--- config.mk ---
export PLATFORM = sky130hd
export DESIGN_NAME = humidity_sample_validator_cache
export DESIGN_NICKNAME = d
export VERILOG_FILES = /design/src/hw/rtl/hsv_pkg.sv /design/src/hw/rtl/hsv_fifo.sv /design/src/hw/rtl/hsv_front.sv /design/src/hw/rtl/hsv_back.sv /design/src/hw/rtl/humidity_sample_validator_cache.sv
export SDC_FILE = /design/constraint.sdc
export NUM_CORES = 2
export LEC_CHECK = 0
export ABC_AREA = 1
export BUFFER_PORTS_ARGS = -buffer_cell sky130_fd_sc_hd__buf_2
export CAP_MARGIN = 10
export CORE_UTILIZATION = 67
export DETAILED_ROUTE_END_ITERATION = 16
export PLACE_DENSITY_LB_ADDON = 0.25
export SLEW_MARGIN = 20
export SYNTH_ARGS = -nofsm -noshare
export SYNTH_HDL_FRONTEND = slang
export SYNTH_SLANG_ARGS = --single-unit
--- constraint.sdc ---
create_clock -name clk -period 13.4 [get_ports clk]
set_input_delay 1.34 -clock clk [delete_from_list [all_inputs] [get_ports clk]]
set_output_delay 1.34 -clock clk [all_outputs]
set_load 0.01 [all_outputs]
--- src/hw/rtl/hsv_pkg.sv ---
// Shared types, constants and helper functions for the humidity sample validator.
// No dependencies; imported by every module of the block but hsv_fifo.
package hsv_pkg;

  localparam int CFG_IDX_W = 1;
  localparam logic [CFG_IDX_W-1:0] CFG_STALE    = 1'b0;
  localparam logic [CFG_IDX_W-1:0] CFG_INTERVAL = 1'b1;

  localparam logic [31:0] STALE_RESET    = 32'd60000;
  localparam logic [15:0] INTERVAL_RESET = 16'd500;

  localparam logic [7:0]  CRC_POLY   = 8'h31;
  localparam logic [7:0]  CRC_INIT   = 8'hFF;
  localparam logic [31:0] TEMP_SCALE = 32'd17500;
  localparam logic [31:0] HUM_SCALE  = 32'd10000;
  localparam logic [31:0] ROUND_BIAS = 32'd32767;
  localparam logic [16:0] DIV_CONST  = 17'd65535;
  localparam logic signed [16:0] TEMP_OFFSET = 17'sd4500;
  localparam logic [13:0] HUM_MAX    = 14'd10000;

  localparam logic [1:0] SRC_FRESH    = 2'd0;
  localparam logic [1:0] SRC_LIMITED  = 2'd1;
  localparam logic [1:0] SRC_FALLBACK = 2'd2;
  localparam logic [1:0] SRC_NONE     = 2'd3;

  // classified request, front to back
  typedef struct packed {
    logic [31:0]        now_ms;
    logic               bus_ok;
    logic               crc_ok;
    logic signed [14:0] temp;
    logic [13:0]        hum;
  } hsv_item_t;

  typedef struct packed {
    logic               valid_res;
    logic signed [14:0] temperature_centi;
    logic [13:0]        humidity_centi;
    logic [31:0]        age_ms;
    logic [31:0]        stamp_ms;
    logic [1:0]         source;
    logic               attempted;
    logic [31:0]        errors;
  } hsv_res_t;

  // one byte of CRC-8, MSB first
  function automatic logic [7:0] crc_byte(input logic [7:0] c);
    logic [7:0] r;
    r = c;
    for (int k = 0; k < 8; k++) begin
      r = r[7] ? ({r[6:0], 1'b0} ^ CRC_POLY) : {r[6:0], 1'b0};
    end
    return r;
  endfunction

  // floor(x / 65535) for x below 2^31: x = q0*65535 + (q0 + lo), remainder < 2*65535
  function automatic logic [15:0] div_65535(input logic [30:0] x);
    logic [14:0] q0;
    logic [16:0] r;
    q0 = x[30:16];
    r  = {1'b0, x[15:0]} + {2'b00, q0};
    return {1'b0, q0} + ((r >= DIV_CONST) ? 16'd1 : 16'd0);
  endfunction

endpackage

--- src/hw/rtl/hsv_fifo.sv ---
// Small first-word-fall-through queue built from registers.
// Depends on nothing; used between front and back and on the result side.
module hsv_fifo #(
  parameter int WIDTH = 8,
  parameter int DEPTH = 2
) (
  input  logic             clk,
  input  logic             rst_n,
  input  logic             push,
  input  logic [WIDTH-1:0] din,
  output logic             full,
  input  logic             pop,
  output logic [WIDTH-1:0] dout,
  output logic             empty
);

  localparam int AW = (DEPTH > 1) ? $clog2(DEPTH) : 1;
  localparam int CW = $clog2(DEPTH + 1);

  logic [WIDTH-1:0] mem [DEPTH];
  logic [AW-1:0]    wr_ptr_r, wr_ptr_nxt;
  logic [AW-1:0]    rd_ptr_r, rd_ptr_nxt;
  logic [CW-1:0]    count_r, count_nxt;
  logic             do_push, do_pop;

  assign full    = (count_r == CW'(DEPTH));
  assign empty   = (count_r == '0);
  assign do_push = push && !full;
  assign do_pop  = pop && !empty;
  assign dout    = mem[rd_ptr_r];

  always_comb begin
    wr_ptr_nxt = wr_ptr_r;
    rd_ptr_nxt = rd_ptr_r;
    count_nxt  = count_r;
    if (do_push) begin
      wr_ptr_nxt = (wr_ptr_r == AW'(DEPTH - 1)) ? '0 : wr_ptr_r + 1'b1;
    end
    if (do_pop) begin
      rd_ptr_nxt = (rd_ptr_r == AW'(DEPTH - 1)) ? '0 : rd_ptr_r + 1'b1;
    end
    if (do_push && !do_pop) begin
      count_nxt = count_r + 1'b1;
    end else if (do_pop && !do_push) begin
      count_nxt = count_r - 1'b1;
    end
  end

  always_ff @(posedge clk) begin
    if (!rst_n) begin
      wr_ptr_r <= '0;
      rd_ptr_r <= '0;
      count_r  <= '0;
    end else begin
      wr_ptr_r <= wr_ptr_nxt;
      rd_ptr_r <= rd_ptr_nxt;
      count_r  <= count_nxt;
    end
  end

  always_ff @(posedge clk) begin
    if (do_push) begin
      mem[wr_ptr_r] <= din;
    end
  end

`ifndef SYNTHESIS
  a_no_overflow: assert property (@(posedge clk) disable iff (!rst_n)
    !(push && full)) else $error("fifo push while full");
  a_count_max: assert property (@(posedge clk) disable iff (!rst_n)
    count_r <= CW'(DEPTH)) else $error("fifo count beyond depth");
  a_count_up: assert property (@(posedge clk) disable iff (!rst_n)
    (push && !full && !(pop && !empty)) |=> count_r == $past(count_r) + 1'b1)
    else $error("fifo count did not advance on lone push");
`endif

endmodule

--- src/hw/rtl/hsv_front.sv ---
// Front end: two-stage pipeline that checks both CRC bytes and scales the raw words.
// Depends on hsv_pkg; feeds classified requests into the middle queue.
module hsv_front
  import hsv_pkg::*;
(
  input  logic      clk,
  input  logic      rst_n,
  input  logic      in_push,
  output logic      in_full,
  input  logic [31:0] in_now_ms,
  input  logic      in_bus_ok,
  input  logic [7:0] in_temp_hi,
  input  logic [7:0] in_temp_lo,
  input  logic [7:0] in_temp_check,
  input  logic [7:0] in_hum_hi,
  input  logic [7:0] in_hum_lo,
  input  logic [7:0] in_hum_check,
  output logic      item_push,
  output hsv_item_t item,
  input  logic      item_full
);

  logic        s1_v_r, s2_v_r;
  logic        s1_ready, s2_ready;

  // stage 1: first CRC byte, scale multiply with rounding bias
  logic [31:0] s1_now_r;
  logic        s1_bus_r;
  logic [7:0]  s1_t_crc_r, s1_h_crc_r;
  logic [7:0]  s1_t_lo_r, s1_h_lo_r;
  logic [7:0]  s1_t_chk_r, s1_h_chk_r;
  logic [30:0] s1_t_acc_r, s1_h_acc_r;
  logic [30:0] t_acc_nxt, h_acc_nxt;

  // stage 2: CRC finish, divide by 65535, offset and clamp
  hsv_item_t   s2_item_r, s2_item_nxt;
  logic [15:0] t_q, h_q;
  logic signed [16:0] t_s;

  assign s2_ready  = !s2_v_r || !item_full;
  assign s1_ready  = !s1_v_r || s2_ready;
  assign in_full   = !s1_ready;
  assign item_push = s2_v_r && !item_full;
  assign item      = s2_item_r;

  assign t_acc_nxt = 31'(32'({in_temp_hi, in_temp_lo}) * TEMP_SCALE + ROUND_BIAS);
  assign h_acc_nxt = 31'(32'({in_hum_hi, in_hum_lo}) * HUM_SCALE + ROUND_BIAS);

  always_comb begin
    t_q = div_65535(s1_t_acc_r);
    h_q = div_65535(s1_h_acc_r);
    t_s = $signed({1'b0, t_q}) - TEMP_OFFSET;
    s2_item_nxt.now_ms = s1_now_r;
    s2_item_nxt.bus_ok = s1_bus_r;
    s2_item_nxt.crc_ok = (crc_byte(s1_t_crc_r ^ s1_t_lo_r) == s1_t_chk_r) &&
                         (crc_byte(s1_h_crc_r ^ s1_h_lo_r) == s1_h_chk_r);
    s2_item_nxt.temp   = t_s[14:0];
    s2_item_nxt.hum    = (h_q > {2'b00, HUM_MAX}) ? HUM_MAX : h_q[13:0];
  end

  always_ff @(posedge clk) begin
    if (!rst_n) begin
      s1_v_r <= 1'b0;
      s2_v_r <= 1'b0;
    end else begin
      if (s1_ready) begin
        s1_v_r <= in_push;
      end
      if (s2_ready) begin
        s2_v_r <= s1_v_r;
      end
    end
  end

  always_ff @(posedge clk) begin
    if (s1_ready) begin
      s1_now_r   <= in_now_ms;
      s1_bus_r   <= in_bus_ok;
      s1_t_crc_r <= crc_byte(CRC_INIT ^ in_temp_hi);
      s1_h_crc_r <= crc_byte(CRC_INIT ^ in_hum_hi);
      s1_t_lo_r  <= in_temp_lo;
      s1_h_lo_r  <= in_hum_lo;
      s1_t_chk_r <= in_temp_check;
      s1_h_chk_r <= in_hum_check;
      s1_t_acc_r <= t_acc_nxt;
      s1_h_acc_r <= h_acc_nxt;
    end
    if (s2_ready) begin
      s2_item_r <= s2_item_nxt;
    end
  end

endmodule

--- src/hw/rtl/hsv_back.sv ---
// Back end: rate limit, cache and error count; one request retired per cycle while
// there is one to read and room to write. Depends on hsv_pkg; reads the middle queue, writes the result queue.
module hsv_back
  import hsv_pkg::*;
(
  input  logic                 clk,
  input  logic                 rst_n,
  input  logic                 cfg_we,
  input  logic [CFG_IDX_W-1:0] cfg_index,
  input  logic [31:0]          cfg_data,
  input  hsv_item_t            item,
  input  logic                 item_empty,
  output logic                 item_pop,
  output logic                 res_push,
  output hsv_res_t             res,
  input  logic                 res_full
);

  logic [31:0]        stale_r;
  logic [15:0]        interval_r;
  logic [31:0]        last_attempt_r, last_attempt_nxt;
  logic [31:0]        last_good_r, last_good_nxt;
  logic               have_r, have_nxt;
  logic signed [14:0] temp_r, temp_nxt;
  logic [13:0]        hum_r, hum_nxt;
  logic [31:0]        fail_cnt_r, fail_cnt_nxt;

  logic        go;
  logic [31:0] elapsed, age_c;
  logic        limited, good;

  assign go       = !item_empty && !res_full;
  assign item_pop = go;
  assign res_push = go;

  assign elapsed = item.now_ms - last_attempt_r;
  assign age_c   = item.now_ms - last_good_r;
  assign limited = (last_attempt_r != '0) && (elapsed < {16'd0, interval_r});
  assign good    = item.bus_ok && item.crc_ok;

  always_comb begin
    last_attempt_nxt = last_attempt_r;
    last_good_nxt    = last_good_r;
    have_nxt         = have_r;
    temp_nxt         = temp_r;
    hum_nxt          = hum_r;
    fail_cnt_nxt     = fail_cnt_r;

    res.valid_res         = 1'b0;
    res.temperature_centi = '0;
    res.humidity_centi    = '0;
    res.age_ms            = '1;
    res.stamp_ms          = item.now_ms;
    res.source            = SRC_NONE;
    res.attempted         = 1'b0;

    if (limited) begin
      if (have_r) begin
        res.valid_res         = 1'b1;
        res.source            = SRC_LIMITED;
        res.temperature_centi = temp_r;
        res.humidity_centi    = hum_r;
        res.age_ms            = age_c;
      end
    end else begin
      last_attempt_nxt = item.now_ms;
      res.attempted    = item.bus_ok;
      if (good) begin
        temp_nxt              = item.temp;
        hum_nxt               = item.hum;
        have_nxt              = 1'b1;
        last_good_nxt         = item.now_ms;
        res.valid_res         = 1'b1;
        res.source            = SRC_FRESH;
        res.temperature_centi = item.temp;
        res.humidity_centi    = item.hum;
        res.age_ms            = '0;
      end else begin
        fail_cnt_nxt = fail_cnt_r + 32'd1;
        if (have_r) begin
          res.age_ms = age_c;
          if (age_c <= stale_r) begin
            res.valid_res         = 1'b1;
            res.source            = SRC_FALLBACK;
            res.temperature_centi = temp_r;
            res.humidity_centi    = hum_r;
          end
        end
      end
    end
    res.errors = fail_cnt_nxt;
  end

  always_ff @(posedge clk) begin
    if (!rst_n) begin
      stale_r        <= STALE_RESET;
      interval_r     <= INTERVAL_RESET;
      last_attempt_r <= '0;
      last_good_r    <= '0;
      have_r         <= 1'b0;
      temp_r         <= '0;
      hum_r          <= '0;
      fail_cnt_r     <= '0;
    end else begin
      if (cfg_we) begin
        case (cfg_index)
          CFG_STALE:    stale_r    <= cfg_data;
          CFG_INTERVAL: interval_r <= cfg_data[15:0];
          default:      ;
        endcase
      end
      if (go) begin
        last_attempt_r <= last_attempt_nxt;
        last_good_r    <= last_good_nxt;
        have_r         <= have_nxt;
        temp_r         <= temp_nxt;
        hum_r          <= hum_nxt;
        fail_cnt_r     <= fail_cnt_nxt;
      end
    end
  end

`ifndef SYNTHESIS
  a_fresh_valid: assert property (@(posedge clk) disable iff (!rst_n)
    (res_push && res.source == SRC_FRESH) |-> (res.valid_res && res.attempted))
    else $error("fresh result without a checked read");
  a_invalid_none: assert property (@(posedge clk) disable iff (!rst_n)
    (res_push && !res.valid_res) |-> res.source == SRC_NONE)
    else $error("invalid result with a cache source");
  a_err_step: assert property (@(posedge clk) disable iff (!rst_n)
    go |=> (fail_cnt_r == $past(fail_cnt_r) || fail_cnt_r == $past(fail_cnt_r) + 32'd1))
    else $error("error count moved by more than one");
`endif

endmodule

--- src/hw/rtl/humidity_sample_validator_cache.sv ---
// A transferred request passes the two front stages, the middle queue and the result
// queue before it shows on the out ports and can be popped.
// Throughput: one request per cycle while results are popped, as the back end retires one per cycle.
// Reset: synchronous, active low; clears queues and cache, errors count to zero,
// stale timeout to 60000 ms and minimum interval to 500 ms. No clearing pass.
module humidity_sample_validator_cache
  import hsv_pkg::*;
#(
  parameter int MID_DEPTH = 2,
  parameter int OUT_DEPTH = 4
) (
  input  logic                 clk,
  input  logic                 rst_n,
  input  logic                 cfg_we,
  input  logic [CFG_IDX_W-1:0] cfg_index,
  input  logic [31:0]          cfg_data,
  input  logic                 in_push,
  output logic                 in_full,
  input  logic [31:0]          in_now_ms,
  input  logic                 in_bus_ok,
  input  logic [7:0]           in_temp_hi,
  input  logic [7:0]           in_temp_lo,
  input  logic [7:0]           in_temp_check,
  input  logic [7:0]           in_hum_hi,
  input  logic [7:0]           in_hum_lo,
  input  logic [7:0]           in_hum_check,
  output logic                 out_empty,
  input  logic                 out_pop,
  output logic                 out_valid_res,
  output logic signed [14:0]   out_temperature_centi,
  output logic [13:0]          out_humidity_centi,
  output logic [31:0]          out_age_ms,
  output logic [31:0]          out_stamp_ms,
  output logic [1:0]           out_source,
  output logic                 out_attempted,
  output logic [31:0]          out_errors
);

  localparam int IW = $bits(hsv_item_t);
  localparam int RW = $bits(hsv_res_t);

  hsv_item_t      fe_item, be_item;
  logic           fe_push, mid_full, mid_empty, mid_pop;
  logic [IW-1:0]  mid_dout;
  hsv_res_t       be_res, out_res;
  logic           res_push, res_full;
  logic [RW-1:0]  out_dout;

  hsv_front u_front (
    .clk           (clk),
    .rst_n         (rst_n),
    .in_push       (in_push),
    .in_full       (in_full),
    .in_now_ms     (in_now_ms),
    .in_bus_ok     (in_bus_ok),
    .in_temp_hi    (in_temp_hi),
    .in_temp_lo    (in_temp_lo),
    .in_temp_check (in_temp_check),
    .in_hum_hi     (in_hum_hi),
    .in_hum_lo     (in_hum_lo),
    .in_hum_check  (in_hum_check),
    .item_push     (fe_push),
    .item          (fe_item),
    .item_full     (mid_full)
  );

  hsv_fifo #(.WIDTH(IW), .DEPTH(MID_DEPTH)) u_mid_q (
    .clk   (clk),
    .rst_n (rst_n),
    .push  (fe_push),
    .din   (fe_item),
    .full  (mid_full),
    .pop   (mid_pop),
    .dout  (mid_dout),
    .empty (mid_empty)
  );

  assign be_item = mid_dout;

  hsv_back u_back (
    .clk        (clk),
    .rst_n      (rst_n),
    .cfg_we     (cfg_we),
    .cfg_index  (cfg_index),
    .cfg_data   (cfg_data),
    .item       (be_item),
    .item_empty (mid_empty),
    .item_pop   (mid_pop),
    .res_push   (res_push),
    .res        (be_res),
    .res_full   (res_full)
  );

  hsv_fifo #(.WIDTH(RW), .DEPTH(OUT_DEPTH)) u_out_q (
    .clk   (clk),
    .rst_n (rst_n),
    .push  (res_push),
    .din   (be_res),
    .full  (res_full),
    .pop   (out_pop),
    .dout  (out_dout),
    .empty (out_empty)
  );

  assign out_res               = out_dout;
  assign out_valid_res         = out_res.valid_res;
  assign out_temperature_centi = out_res.temperature_centi;
  assign out_humidity_centi    = out_res.humidity_centi;
  assign out_age_ms            = out_res.age_ms;
  assign out_stamp_ms          = out_res.stamp_ms;
  assign out_source            = out_res.source;
  assign out_attempted         = out_res.attempted;
  assign out_errors            = out_res.errors;

endmodule

==> metrics <==
Synth Flop Type=edfxtp_1; worst slew pin tran=1.098 ns; maxcap violations=0; worst vdd ir=0.0002387 V; Worst setup SP type=flip-flop; Post-synth top cells=984 x nand2_1, 861 x inv_1, 842 x edfxtp_1; period utilization=56.89%; share of cells above drive strength 1=7.694%; CTS resizes=0; register area share after synthesis=52.54%; Post-synth ARST share=0%; Crit Path Class=reg2reg; First DRT Iteration DRCs=3790; crit path time final=7.623 ns; Syn-to-layout area delta=9.521%; worst hold slack=0.4115 ns; critical path arrival=8.05 ns; Post-CTS Setup Bufs=0; final WL=138700 µm; post-synth cell types=55; CTS root buf=clkbuf_16; power density cells=257.1 nW/µm²; Seq cells post-synth=1032; Total Die Area=83790 µm²; first-pass GRT wire length=212600 µm; overall routing resource usage=32.84%; Avg WL per Cell=19.24 µm; Max Buffers Root-to-Sink=3; CTS buffer count=98; Final Util=73.97%; Initial Util=67.54%; Data required, critical path=13.83 ns; total grt overflow=0; largest net degree at the start of global routing=189; number of vias per cell=5.790; Setup TNS=0 ns; # IOs=250; vias in the first global route=39760; width of the chip=289.5 µm; CTS Hold Bufs=0; clk_skew=0.03856 ns; die height=289.5 µm; syn avg cell area=9.421 µm²; CTS tree=built; NumNets Final=6575; Crit Path Max Fanout=74; initial antenna violation count=6; mapped cell area=55370 µm²; Core Region=81980 µm²; Routed Antenna Nets=0; most common cell in the netlist=nand2_1; Max Freq=131.2 MHz; CP endpoint kind=flip-flop; Pins Over Slew Limit=0; 1st-pass router iterations=6; row count=105; Post-synth EDFFs=842; Area contributors post-synth=edfxtp_1 46%, ha_1 7.3%, dfxtp_1 6.9%, nand2_1 6.7%, inv_1 5.8%; final setup fails=0; Yosys warning count=0; P_leak=26.03 nW; Hold Vio Cnt, Final=0; CTS H-tree lvls=3; max_slew headroom=26.73%; syn nets=6400; post-DP HPWL=96990 µm; Remaining DRCs=0; area leader, netlist=edfxtp_1; Syn Inst Count=5877; RSZ-0062 raised after global routing=false; Tightest Hold Check Type=reg2reg; clk sinks=1032; Final Wtd Congestion=0.9798; DR vias=41730; clk_lat worst skew=0.67 ns; status=finished clean; Synth top area share=45.67%; Buffers on Ports=249; Clk pin slew, worst setup/hold paths=0.06 ns; register-to-register setup slack=5.78 ns
[cell usage in the layout, fill, tap and decap left out, drive strengths merged, types with 29 or more instances in the layout]
cell type	n
nand3	230
nand2	987
dfxtp	190
fa	83
xor2	165
o22ai	131
buf	287
o21ai	480
a21oi	269
mux2i	29
nor3	60
xnor2	82
edfxtp	842
clkbuf	129
inv	867
nand4	127
ha	321
clkinv	42
nor2	669
[where the power goes]
part           total, mW  internal (mW)  switching (mW)  leakage (nW)
registers           4.94           4.56           0.378          9.56
clock network       2.68           1.49            1.18          1.52
logic               7.97           2.55            5.41          15.0
[stage by stage]
| step | instance area, µm² | cells | power [mW] | setup slack [ns] |
|---|---|---|---|---|
| 2_1_floorplan | 55370 | 5877 | 10.49 | 6.217 |
| 5_1_grt | 60630 | 7207 | 16.71 | 5.323 |
| 6_report | 60640 | 7208 | 15.59 | 5.777 |
| 3_5_place_dp | 57520 | 7022 | 12.78 | 5.852 |
| 4_1_cts | 60630 | 7205 | 15.50 | 5.818 |
| 3_3_place_gp | 57520 | 7022 | 12.57 | 6.001 |
[worst max-delay path, cell delays in order (launching register included)]
cell	delay (ns)
dfxtp_4	0.59
buf_4	0.67
nand2_1	0.10
o21ai_0	0.27
inv_1	0.26
ha_1	0.50
nand2_1	0.13
nor2_1	0.22
nand2_1	0.18
nor4_1	0.46
nand2_1	0.25
nand2_1	0.14
nand2_1	0.06
nand2_1	0.12
nand2_1	0.06
nor2_1	0.08
nand2_1	0.07
nor2_2	0.12
buf_4	0.37
nand3_2	0.70
nand2_2	0.98
inv_2	0.52
a21oi_1	0.45
[registers in the layout (all words and copies together), names as in the netlist, 32 cells and up, named ones only]
name / count
u_back.last_good_r: 32
u_back.fail_cnt_r: 32
u_mid_q.mem: 126
u_front.s1_now_r: 32
u_front.item: 63
u_back.stale_r: 32
u_out_q.mem: 516
u_back.last_attempt_r: 32
[routing by layer]
layer	part of all wire, %	vias up	global-route usage (%)
met2	48	1702	55.38
met1	41	19630	43.19
met5	0.019	-	0
li1	-	20080	-
met4	3.5	4	12.18
met3	7.8	310	4.827
[cell type report]
cell class / count / area, µm²
Timing Repair Buffer: 287 / 1559
Sequential cell: 1032 / 29100
Multi-Input combinational cell: 3770 / 22280
Antenna cell: 3 / 7.507
Inverter: 863 / 3251
Clock buffer: 129 / 2641
Fill cell: 5776 / 21340
Clock inverter: 54 / 464.2
Tap cell: 1070 / 1339
[cell families (layout without fill, tap and decap cells)]
| family | count (synthesis) | count (layout) | synth area share (%) |
|---|---|---|---|
| fa+ha+maj | 404 | 404 | 10.26 |
| flops | 1032 | 1032 | 52.54 |
| xor+xnor | 247 | 247 | 3.907 |
| buf+inv | 1075 | 1333 | 7.403 |
| simple gates | 2130 | 2130 | 16.00 |
| other cells | 0 | 3 | 0 |
| mux | 30 | 30 | 0.5446 |
| compound gates | 959 | 959 | 9.356 |
[worst paths after layout]
kind	startpoint	to	cells after the start
setup / recovery	flip-flop	u_out_q.mem[3][71]$_DFFE_PP_	22
hold / removal	u_front.s1_now_r[22]$_DFFE_PN_	u_front.item[53]$_DFFE_PP_	0
hold reg to reg	u_front.s1_now_r[22]$_DFFE_PN_	u_front.item[53]$_DFFE_PP_	0
setup reg to reg	flip-flop	u_out_q.mem[3][71]$_DFFE_PP_	22
Power figures use the tool's default switching activity.
